[src/rtl/core/sva_pkg.sv]
// Shared types and constants of the sampler voice allocator.
// Used by sva_note_map, sva_voice_engine and sampler_voice_allocator_top.
package sva_pkg;

  localparam logic [6:0] NOTE_BASE    = 7'd36;
  localparam logic [6:0] NOTE_PREVIEW = 7'd37;
  localparam logic [6:0] NOTE_SEQ     = 7'd39;
  localparam logic [2:0] KEYS_PER_OCT = 3'd7;

  // reciprocal of 12 as 171 / 2048, exact for offsets up to 91
  localparam logic [7:0] RECIP_12     = 8'd171;
  localparam logic [3:0] NOTES_PER_OCT = 4'd12;

  // white-key flag and slot within the octave, C first
  localparam logic [11:0] KEY_WHITE = 12'b1010_1011_0101;
  localparam logic [2:0] KEY_SLOT [12] = '{3'd0, 3'd0, 3'd1, 3'd0, 3'd2, 3'd3,
                                           3'd0, 3'd4, 3'd0, 3'd5, 3'd0, 3'd6};

  typedef enum logic [1:0] {
    CFG_SAMPLE_PRESENT = 2'd0,
    CFG_SLICE_COUNT    = 2'd1,
    CFG_ONE_SHOT_MASK  = 2'd2
  } cfg_idx_e;

  typedef enum logic [1:0] {
    OP_NOTE_ON  = 2'd0,
    OP_NOTE_OFF = 2'd1,
    OP_ALL_OFF  = 2'd2,
    OP_FINISHED = 2'd3
  } op_e;

  typedef enum logic [2:0] {
    ST_IGNORED   = 3'd0,
    ST_SLICE     = 3'd1,
    ST_PREVIEW   = 3'd2,
    ST_SEQ_START = 3'd3,
    ST_SEQ_STOP  = 3'd4,
    ST_RELEASED  = 3'd5,
    ST_ALL_OFF   = 3'd6,
    ST_FINISHED  = 3'd7
  } status_e;

  typedef enum logic [2:0] {
    REQ_IGNORE  = 3'd0,
    REQ_START   = 3'd1,
    REQ_RELEASE = 3'd2,
    REQ_ALL_OFF = 3'd3,
    REQ_FINISH  = 3'd4,
    REQ_SEQ_ON  = 3'd5,
    REQ_SEQ_OFF = 3'd6
  } req_kind_e;

  // decoded event handed to the voice engine
  typedef struct packed {
    req_kind_e   kind;
    logic        preview;   // start is a full-sample preview
    logic        clear;     // one-shot slice: silence same-slice voices first
    logic [6:0]  note;
    logic [5:0]  slice;
    logic [6:0]  vel;
    logic [3:0]  fin;
  } req_t;

  typedef struct packed {
    status_e     status;
    logic [3:0]  voice;
    logic [5:0]  slice;
    logic [6:0]  vel;
    logic        stolen;
    logic [15:0] released;
    logic [15:0] active;
    logic        seq;
  } res_t;

endpackage

[src/rtl/core/sva_note_map.sv]
// Maps a MIDI note to a slice index: white keys from note 36 upward.
// Depends on sva_pkg (constants, key table).
module sva_note_map (
  input  logic [6:0] note_i,
  output logic       valid_o,
  output logic [5:0] slice_o
);
  import sva_pkg::*;

  logic [6:0]  off;
  logic [14:0] prod;
  logic [2:0]  oct;
  logic [6:0]  oct_x12;
  logic [3:0]  rem;
  logic [5:0]  oct_x7;

  always_comb begin
    off     = note_i - NOTE_BASE;
    prod    = 15'(off) * 15'(RECIP_12);
    oct     = prod[13:11];
    oct_x12 = 7'(oct) * 7'(NOTES_PER_OCT);
    rem     = 4'(off - oct_x12);
    oct_x7  = 6'(oct) * 6'(KEYS_PER_OCT);
    valid_o = (note_i >= NOTE_BASE) && (rem < NOTES_PER_OCT) && KEY_WHITE[rem];
    slice_o = oct_x7 + 6'(KEY_SLOT[rem]);
  end

endmodule

[src/rtl/core/sva_voice_engine.sv]
// Voice table and scan sequencer: one shared compare unit walks the voices
// one per cycle for one-shot silencing, free-voice search and note-off.
// Depends on sva_pkg (req_t, res_t, status codes).
module sva_voice_engine #(
  parameter int NUM_VOICES = 16
) (
  input  logic             clk_i,
  input  logic             rst_ni,
  input  logic             start_i,
  input  sva_pkg::req_t    req_i,
  input  logic [63:0]      oneshot_mask_i,
  output logic             ready_o,
  output logic             res_valid_o,
  input  logic             res_ready_i,
  output sva_pkg::res_t    res_o
);
  import sva_pkg::*;

  localparam int VW = (NUM_VOICES > 1) ? $clog2(NUM_VOICES) : 1;
  localparam logic [VW-1:0] LAST = VW'(NUM_VOICES - 1);

  typedef enum logic [1:0] {S_IDLE, S_SCAN, S_FINAL, S_DONE} state_e;

  state_e                 state_q, state_d;
  logic [NUM_VOICES-1:0]  active_q, active_d;
  logic [NUM_VOICES-1:0]  before_q, before_d;
  logic [VW-1:0]          idx_q, idx_d;
  logic [VW-1:0]          free_q, free_d;
  logic                   found_q, found_d;
  logic [VW-1:0]          sp_q, sp_d;
  logic                   seq_q, seq_d;
  req_t                   req_q, req_d;
  res_t                   res_q, res_d;

  // note and slice per voice, read only for active voices
  logic [6:0]             note_mem [NUM_VOICES];
  logic [5:0]             slice_mem [NUM_VOICES];

  logic [6:0]             cur_note_q;
  logic [5:0]             cur_slice_q;
  logic                   cur_act;
  logic [6:0]             key_a, key_b;
  logic                   key_eq, hit;
  logic [VW-1:0]          alloc_v;
  logic                   wr_en;

  assign cur_act = active_q[idx_q];

  // shared compare: slice match on a start, note match on a release
  always_comb begin
    if (req_q.kind == REQ_START) begin
      key_a = {1'b0, cur_slice_q};
      key_b = {1'b0, req_q.slice};
    end else begin
      key_a = cur_note_q;
      key_b = req_q.note;
    end
    key_eq = (key_a == key_b);
    if (req_q.kind == REQ_START) begin
      hit = cur_act && key_eq && req_q.clear;
    end else begin
      hit = cur_act && key_eq && !oneshot_mask_i[cur_slice_q];
    end
  end

  always_comb begin
    state_d  = state_q;
    active_d = active_q;
    before_d = before_q;
    idx_d    = idx_q;
    free_d   = free_q;
    found_d  = found_q;
    sp_d     = sp_q;
    seq_d    = seq_q;
    req_d    = req_q;
    res_d    = res_q;
    alloc_v  = found_q ? free_q : sp_q;
    wr_en    = 1'b0;

    case (state_q)
      S_IDLE: begin
        if (start_i) begin
          req_d    = req_i;
          before_d = active_q;
          idx_d    = '0;
          found_d  = 1'b0;
          if (req_i.kind == REQ_START || req_i.kind == REQ_RELEASE) begin
            state_d = S_SCAN;
          end else begin
            state_d = S_FINAL;
          end
        end
      end
      S_SCAN: begin
        if (hit) begin
          active_d[idx_q] = 1'b0;
        end
        // lowest free voice, counting ones just silenced
        if (req_q.kind == REQ_START && !found_q && (!cur_act || hit)) begin
          found_d = 1'b1;
          free_d  = idx_q;
        end
        if (idx_q == LAST) begin
          state_d = S_FINAL;
        end else begin
          idx_d = idx_q + 1'b1;
        end
      end
      S_FINAL: begin
        res_d        = '0;
        res_d.status = ST_IGNORED;
        case (req_q.kind)
          REQ_START: begin
            res_d.status = req_q.preview ? ST_PREVIEW : ST_SLICE;
            res_d.voice  = 4'(alloc_v);
            res_d.slice  = req_q.slice;
            res_d.vel    = req_q.vel;
            res_d.stolen = active_q[alloc_v];
            active_d[alloc_v] = 1'b1;
            wr_en = 1'b1;
            if (!found_q) begin
              sp_d = (sp_q == LAST) ? '0 : sp_q + 1'b1;
            end
          end
          REQ_RELEASE: res_d.status = ST_RELEASED;
          REQ_ALL_OFF: begin
            active_d     = '0;
            res_d.status = ST_ALL_OFF;
          end
          REQ_FINISH: begin
            active_d[req_q.fin[VW-1:0]] = 1'b0;
            res_d.status = ST_FINISHED;
          end
          REQ_SEQ_ON: begin
            seq_d        = 1'b1;
            res_d.status = ST_SEQ_START;
          end
          REQ_SEQ_OFF: begin
            seq_d        = 1'b0;
            res_d.status = ST_SEQ_STOP;
          end
          default: res_d.status = ST_IGNORED;
        endcase
        res_d.released = 16'(before_q & ~active_d);
        res_d.active   = 16'(active_d);
        res_d.seq      = seq_d;
        state_d        = S_DONE;
      end
      S_DONE: begin
        if (res_ready_i) begin
          state_d = S_IDLE;
        end
      end
      default: state_d = S_IDLE;
    endcase
  end

  always_ff @(posedge clk_i or negedge rst_ni) begin
    if (!rst_ni) begin
      state_q  <= S_IDLE;
      active_q <= '0;
      before_q <= '0;
      idx_q    <= '0;
      free_q   <= '0;
      found_q  <= 1'b0;
      sp_q     <= '0;
      seq_q    <= 1'b0;
      req_q    <= '0;
      res_q    <= '0;
    end else begin
      state_q  <= state_d;
      active_q <= active_d;
      before_q <= before_d;
      idx_q    <= idx_d;
      free_q   <= free_d;
      found_q  <= found_d;
      sp_q     <= sp_d;
      seq_q    <= seq_d;
      req_q    <= req_d;
      res_q    <= res_d;
    end
  end

  // table write on allocation; read one step ahead of the scan index
  always_ff @(posedge clk_i) begin
    if (wr_en) begin
      note_mem[alloc_v]  <= req_q.note;
      slice_mem[alloc_v] <= req_q.slice;
    end
    cur_note_q  <= note_mem[idx_d];
    cur_slice_q <= slice_mem[idx_d];
  end

  assign ready_o     = (state_q == S_IDLE);
  assign res_valid_o = (state_q == S_DONE);
  assign res_o       = res_q;

  a_start_when_idle: assert property (@(posedge clk_i) disable iff (!rst_ni)
    start_i |-> state_q == S_IDLE)
    else $error("start while busy");

  a_sp_range: assert property (@(posedge clk_i) disable iff (!rst_ni)
    sp_q <= LAST)
    else $error("steal pointer out of range");

  a_scan_kind: assert property (@(posedge clk_i) disable iff (!rst_ni)
    state_q == S_SCAN |-> (req_q.kind == REQ_START || req_q.kind == REQ_RELEASE))
    else $error("scan for an event without voice search");

  a_started_active: assert property (@(posedge clk_i) disable iff (!rst_ni)
    (res_valid_o && (res_q.status == ST_SLICE || res_q.status == ST_PREVIEW))
    |-> active_q[res_q.voice[VW-1:0]])
    else $error("started voice not active");

  a_released_inactive: assert property (@(posedge clk_i) disable iff (!rst_ni)
    res_valid_o |-> (res_q.released & res_q.active) == 16'd0)
    else $error("released voice still active");

endmodule

[src/rtl/core/sampler_voice_allocator_top.sv]
// Top level of the sampler voice allocator: stream ports, configuration
// registers, event decode and result register. Depends on sva_pkg,
// sva_note_map and sva_voice_engine.

// Voice allocator for a slicing sampler. Each input item is one event (note
// on, note off, all notes off, voice finished) and gives exactly one result
// item. A note-on that starts a voice and a note-off of any note but 39 walk
// the voice table through one shared compare unit, one voice per cycle, so
// such an item passes, while the output is free, through these steps from
// one accepting edge to the next: accept, one scan step per voice, one
// allocate/write-back step and one hand-off to the result register. All
// other events, ignored note-ons and note 39 included, skip the scan steps.
// A stalled output holds the hand-off. The input is not ready while an item
// is in work; the result register lets the next item be taken while a
// finished result still waits on the output. A new voice is the lowest free
// one (a voice just silenced by a one-shot retrigger counts as free),
// otherwise the voice at a round-robin steal pointer. Configuration must be
// written by the user only while idle; the block itself does not enforce it.
// cfg_ready_o is always high. Note and slice per voice have no reset and
// are only read for active voices.
module sampler_voice_allocator_top #(
  parameter int NUM_VOICES = 16,
  parameter int MAX_SLICES = 64
) (
  input  logic        clk_i,
  input  logic        rst_ni,
  // events
  input  logic        s_axis_tvalid,
  output logic        s_axis_tready,
  input  logic [23:0] s_axis_tdata,  // note[6:0], velocity[13:7], finished_voice[17:14]
  input  logic [1:0]  s_axis_tuser,  // op[1:0]
  // results
  output logic        m_axis_tvalid,
  input  logic        m_axis_tready,
  // voice_index[3:0], slice_num[9:4], velocity_out[16:10], stolen[17],
  // released_mask[33:18], active_mask[49:34], seq_running[50]
  output logic [55:0] m_axis_tdata,
  output logic [2:0]  m_axis_tuser,  // status[2:0]
  // configuration writes
  input  logic        cfg_valid_i,
  output logic        cfg_ready_o,
  input  logic [1:0]  cfg_index_i,
  input  logic [63:0] cfg_data_i
);
  import sva_pkg::*;

  logic        sample_present_q;
  logic [6:0]  slice_count_q;
  logic [63:0] oneshot_q;

  logic [6:0]  in_note;
  logic [6:0]  in_vel;
  logic [3:0]  in_fin;
  op_e         in_op;

  logic        map_valid;
  logic [5:0]  map_slice;
  logic [6:0]  slices;
  req_t        req;

  logic        eng_ready;
  logic        start;
  logic        res_valid;
  logic        res_ready;
  res_t        res;

  logic        out_valid_q;
  res_t        out_q;

  assign cfg_ready_o = 1'b1;

  always_ff @(posedge clk_i or negedge rst_ni) begin
    if (!rst_ni) begin
      sample_present_q <= 1'b0;
      slice_count_q    <= '0;
      oneshot_q        <= '0;
    end else if (cfg_valid_i) begin
      case (cfg_idx_e'(cfg_index_i))
        CFG_SAMPLE_PRESENT: sample_present_q <= cfg_data_i[0];
        CFG_SLICE_COUNT:    slice_count_q    <= cfg_data_i[6:0];
        CFG_ONE_SHOT_MASK:  oneshot_q        <= cfg_data_i;
        default: ;  // unknown index: no register
      endcase
    end
  end

  assign in_note = s_axis_tdata[6:0];
  assign in_vel  = s_axis_tdata[13:7];
  assign in_fin  = s_axis_tdata[17:14];
  assign in_op   = op_e'(s_axis_tuser);

  sva_note_map u_note_map (
    .note_i  (in_note),
    .valid_o (map_valid),
    .slice_o (map_slice)
  );

  // slice counts beyond MAX_SLICES act as MAX_SLICES
  assign slices = (slice_count_q > 7'(MAX_SLICES)) ? 7'(MAX_SLICES) : slice_count_q;

  // event decode
  always_comb begin
    req         = '0;
    req.kind    = REQ_IGNORE;
    req.note    = in_note;
    req.vel     = in_vel;
    req.fin     = in_fin;
    case (in_op)
      OP_NOTE_ON: begin
        if (sample_present_q) begin
          if (in_note == NOTE_SEQ) begin
            if (slices != 7'd0) begin
              req.kind = REQ_SEQ_ON;
            end
          end else if (in_note == NOTE_PREVIEW) begin
            // preview plays the whole sample, even with no slices
            req.kind    = REQ_START;
            req.preview = 1'b1;
          end else if (map_valid && ({1'b0, map_slice} < slices)) begin
            req.kind  = REQ_START;
            req.slice = map_slice;
            req.clear = oneshot_q[map_slice];
          end
        end
      end
      OP_NOTE_OFF: begin
        // applied whether or not a sample is loaded
        req.kind = (in_note == NOTE_SEQ) ? REQ_SEQ_OFF : REQ_RELEASE;
      end
      OP_ALL_OFF: req.kind = REQ_ALL_OFF;
      OP_FINISHED: begin
        if ({1'b0, in_fin} < 5'(NUM_VOICES)) begin
          req.kind = REQ_FINISH;
        end
      end
      default: req.kind = REQ_IGNORE;
    endcase
  end

  assign s_axis_tready = eng_ready;
  assign start         = s_axis_tvalid && eng_ready;

  sva_voice_engine #(
    .NUM_VOICES (NUM_VOICES)
  ) u_engine (
    .clk_i          (clk_i),
    .rst_ni         (rst_ni),
    .start_i        (start),
    .req_i          (req),
    .oneshot_mask_i (oneshot_q),
    .ready_o        (eng_ready),
    .res_valid_o    (res_valid),
    .res_ready_i    (res_ready),
    .res_o          (res)
  );

  // result register: frees the engine while the sink stalls
  assign res_ready = !out_valid_q || m_axis_tready;

  always_ff @(posedge clk_i or negedge rst_ni) begin
    if (!rst_ni) begin
      out_valid_q <= 1'b0;
    end else if (res_ready) begin
      out_valid_q <= res_valid;
    end
  end

  always_ff @(posedge clk_i) begin
    if (res_ready && res_valid) begin
      out_q <= res;
    end
  end

  assign m_axis_tvalid = out_valid_q;
  assign m_axis_tuser  = out_q.status;
  assign m_axis_tdata  = {5'd0, out_q.seq, out_q.active, out_q.released, out_q.stolen,
                          out_q.vel, out_q.slice, out_q.voice};

endmodule

[config.mk]
export PLATFORM = sky130hd
export DESIGN_NAME = sampler_voice_allocator_top
export DESIGN_NICKNAME = d
export VERILOG_FILES = /design/src/rtl/core/sva_pkg.sv /design/src/rtl/core/sva_note_map.sv /design/src/rtl/core/sva_voice_engine.sv /design/src/rtl/core/sampler_voice_allocator_top.sv
export SDC_FILE = /design/constraint.sdc
export NUM_CORES = 1
export LEC_CHECK = 0
export CAP_MARGIN = 10
export CORE_UTILIZATION = 40
export DETAILED_ROUTE_END_ITERATION = 8
export DONT_BUFFER_PORTS = 1
export GPL_TIMING_DRIVEN = 0
export PLACE_DENSITY = 0.55
export SKIP_LAST_GASP = 1
export SYNTH_ARGS = -nofsm -noshare
export SYNTH_HDL_FRONTEND = slang
export SYNTH_HIERARCHICAL = 1
export SYNTH_SLANG_ARGS = --single-unit
export TNS_END_PERCENT = 10
[constraint.sdc]
create_clock -name clk_i -period 6.4 [get_ports clk_i]
set_clock_uncertainty 0.15 [all_clocks]
set_input_delay 0 -clock clk_i [delete_from_list [all_inputs] [get_ports clk_i]]
set_output_delay 0 -clock clk_i [all_outputs]
set_load 0.1 [all_outputs]
==> flow_metrics.py <==
metrics = {
    "routing": {
        "drtAntennaViolNets": 0,
        "via_count": 14800,
        "drtPass1Iterations": 5,
        "first_iter_violations": 986,
        "drt-total-wl_mm": 58.6,
        "route.detailed.drc": 0,
        "wire_per_inst_um": 21.2,
        "viasPerCell": 5.36,
    },
    "run_status": {
        "violations": "negative setup slack",
        "status": "finished, violations left",
    },
    "timing": {
        "slew-limit-headroom": 0.200,
        "slew_viol_final": 0,
        "finalWorstPathRequiredPeriod_ns": 6.93,
        "finalHoldViolCount": 0,
        "fin_crit_sh": 1.08,
        "fmax_mhz": 144,
        "setup_viol": 10,
        "worstMarginPinSlew_ns": 1.19,
        "worst_slack_ns": -0.528,
        "grt_setup_unrepaired": "true",
    },
    "layout": {
        "final.fill_count": 4731,
        "final_common_cell": "edfxtp_1",
        "final_cell_area_um2": 27100,
        "area_growth_pct": 22.2,
        "final_cell_mix": "262 x edfxtp_1, 203 x dfrtp_1, 171 x dlygate4sd3_1",
        "fin_nets": 2158,
        "final_layout_size_suffix_gt1_frac": 0.174,
    },
    "clock_tree": {
        "cts_buffers": 52,
        "cts.sinks": 478,
        "clockBufferDepth": 3,
        "clkTransAtPathRegs_ns": 0.06,
        "clock_latency_ns": 0.60,
        "htree_levels": 2,
        "tritoncts": "done",
        "cts-root-buf": "clkbuf_16",
    },
    "grt": {
        "grt_max_degree": 204,
        "grt_overflow": 0,
        "grt_pass1_vias": 15200,
        "grt.total_usage": 0.209,
        "antenna_found_initial": 1,
        "grt_pass1_wl_mm": 90.0,
    },
    "synth": {
        "synthesis.area_um2": 22200,
        "synth.distinct_cells": 70,
        "synthFlopType": "edfxtp_1",
        "ys_seq_area_frac": 0.595,
        "async_flop_share": 0.425,
        "synth_edf_count": 262,
        "syn_area_per_cell_um2": 12.9,
        "ys_ff_latch": 478,
        "post_synth_inst_count": 1714,
        "yosys_warnings": 6,
    },
    "setup_path": {
        "cpPeakStageDelay_ns": 0.50,
        "cp_num_buf_inv": 4,
        "cp_data_required_time_ns": 6.77,
        "crit_type": "in -> reg",
        "regToRegSetupSlack_ns": 2.05,
        "cp_top_family": "adder cells",
        "startpoint_type": "primary input",
        "worst-path-max-fanout": 7,
        "endpoint_kind": "register",
        "reg2reg_from": "u_engine/state_q[0]",
        "r2r_cells": 13,
        "cp_slowest_cell": "fa_1",
        "cp.arrival_ns": 7.30,
        "r2r-end": "u_engine/cur_slice_q[1]",
    },
    "floorplanning": {
        "ios": 159,
        "dieArea_um2": 56400,
        "die_h_um": 238,
        "die_x_um": 238,
        "core_area_um2": 54300,
        "start_util": 0.408,
        "std_cell_rows": 85,
    },
    "placement": {
        "portBuffers": 0,
        "hpwl_mm": 39.8,
        "gp_congestion": 0.916,
        "placed_cell_area_um2": 23300,
    },
    "run": {
        "drv_cap": 0,
    },
    "worst_hold_path": {
        "min_path_type": "in -> async",
    },
}
flip-flops by register name, indices dropped and copies added (netlist names):
name / count
oneshot_q: 64
m_axis_tvalid: 1
u_engine/cur_slice_q: 6
u_engine/note_mem: 112
u_engine/before_q: 16
u_engine/idx_q: 4
u_engine/res_o: 54
slice_count_q: 7
m_axis_tdata: 51
u_engine/active_q: 16
u_engine/sp_q: 4
u_engine/free_q: 4
u_engine/cur_note_q: 7
sample_present_q: 1
u_engine/slice_mem: 96
m_axis_tuser: 3
u_engine/found_q: 1
u_engine/state_q: 2
u_engine/req_q: 29
metal layers:
layer / up-vias / wire length [um] / GRT usage
met5: - / 0 / 0
met4: 0 / 1260 / 0.0588
met3: 90 / 3600 / 0.0406
met2: 453 / 27800 / 0.344
met1: 7446 / 25900 / 0.283
li1: 6833 / - / -
layout make-up:
cell class              instances  area [um2]  share of cell area
well taps                     739         925              0.0341
clock buffers                  69        1400              0.0515
diodes                          1        2.50           0.0000923
multi-input cells            1079        8510               0.314
repair buffers                213        2100              0.0775
plain buffers                 100         478              0.0176
clock inverters                26         258             0.00951
flip-flops and latches        478       13200               0.487
inverters                      61         233             0.00858
through the flow:
step	setup slack (ns)	util	std cells	hold WS, ns	TNS [ns]
2_1_floorplan	-0.939	-	1718	-0.446	-6.13
3_3_place_gp	-1.94	0.427	2457	-0.422	-15.64
3_5_place_dp	-1.96	0.428	2466	-0.430	-15.89
4_1_cts	-0.493	0.497	2758	0.00656	-2.55
5_1_grt	-0.989	0.499	2766	0.0308	-6.76
6_report	-0.528	0.499	2766	0.0254	-2.72
synth_stat cells (20+ instances only):
cell,n,area [um2]
a211oi_1,22,165
nand3_1,48,240
nand2_1,151,567
clkbuf_1,66,248
mux2i_1,76,761
o21ai_0,75,375
nand2b_1,20,125
nor2_1,155,582
ha_1,63,788
buf_2,20,100
xnor2_1,22,193
dfrtp_1,203,5080
a21oi_1,22,110
mux2_2,137,1540
edfxtp_1,262,7870
inv_1,59,221
a21o_1,21,158
worst register-to-register path: stages, from the launching register on:
cell and delay [ns]:
dfrtp_1 0.37, inv_1 0.09, ha_1 0.34, buf_16 0.23, clkbuf_1 0.12, and2_1 0.23, mux2i_1 0.35, nand2_1 0.09
o21ai_0 0.22, clkbuf_1 0.41, clkbuf_1 0.66, mux2i_1 0.32, a32oi_1 0.34, o221ai_1 0.26
cells by family after synthesis:
group | Yosys count | synth area share
flip-flops | 478 | 0.595
AND/OR/NAND/NOR | 464 | 0.0952
AO/OA/AOI/OAI | 263 | 0.0836
multiplexers | 242 | 0.135
buffers and inverters | 161 | 0.0318
adder cells (fa/ha/maj) | 76 | 0.0473
XOR/XNOR | 28 | 0.0111
other | 2 | 0.000339
worst max-delay path by stage:
| stage | start | to | slack, ns | cells past startpoint |
|---|---|---|---|---|
| final | s_axis_tdata[2] | u_engine/state_q[0] | -0.53 | 39 |
| after global routing | s_axis_tdata[2] | u_engine/state_q[0] | -0.99 | 41 |
| after CTS | s_axis_tdata[2] | u_engine/state_q[0] | -0.49 | 39 |
| after detailed placement | s_axis_tdata[2] | u_engine/state_q[0] | -1.96 | 41 |
| after global placement | s_axis_tdata[2] | u_engine/state_q[0] | -1.94 | 41 |
| after floorplan | s_axis_tdata[2] | u_engine/state_q[0] | -0.94 | 39 |
timing repair:
action / in CTS / in global routing
pin swaps: 24 / 11
gates resized for setup: 24 / 2
buffers inserted: 25 / 1
endpoints found under the setup margin: 10 / 10
hold endpoints to repair: 301 / 0
hold buffers: 172 / 0
Power is not shown: default switching activity piles up to over one toggle a cycle in this logic, so the estimate is an artifact.
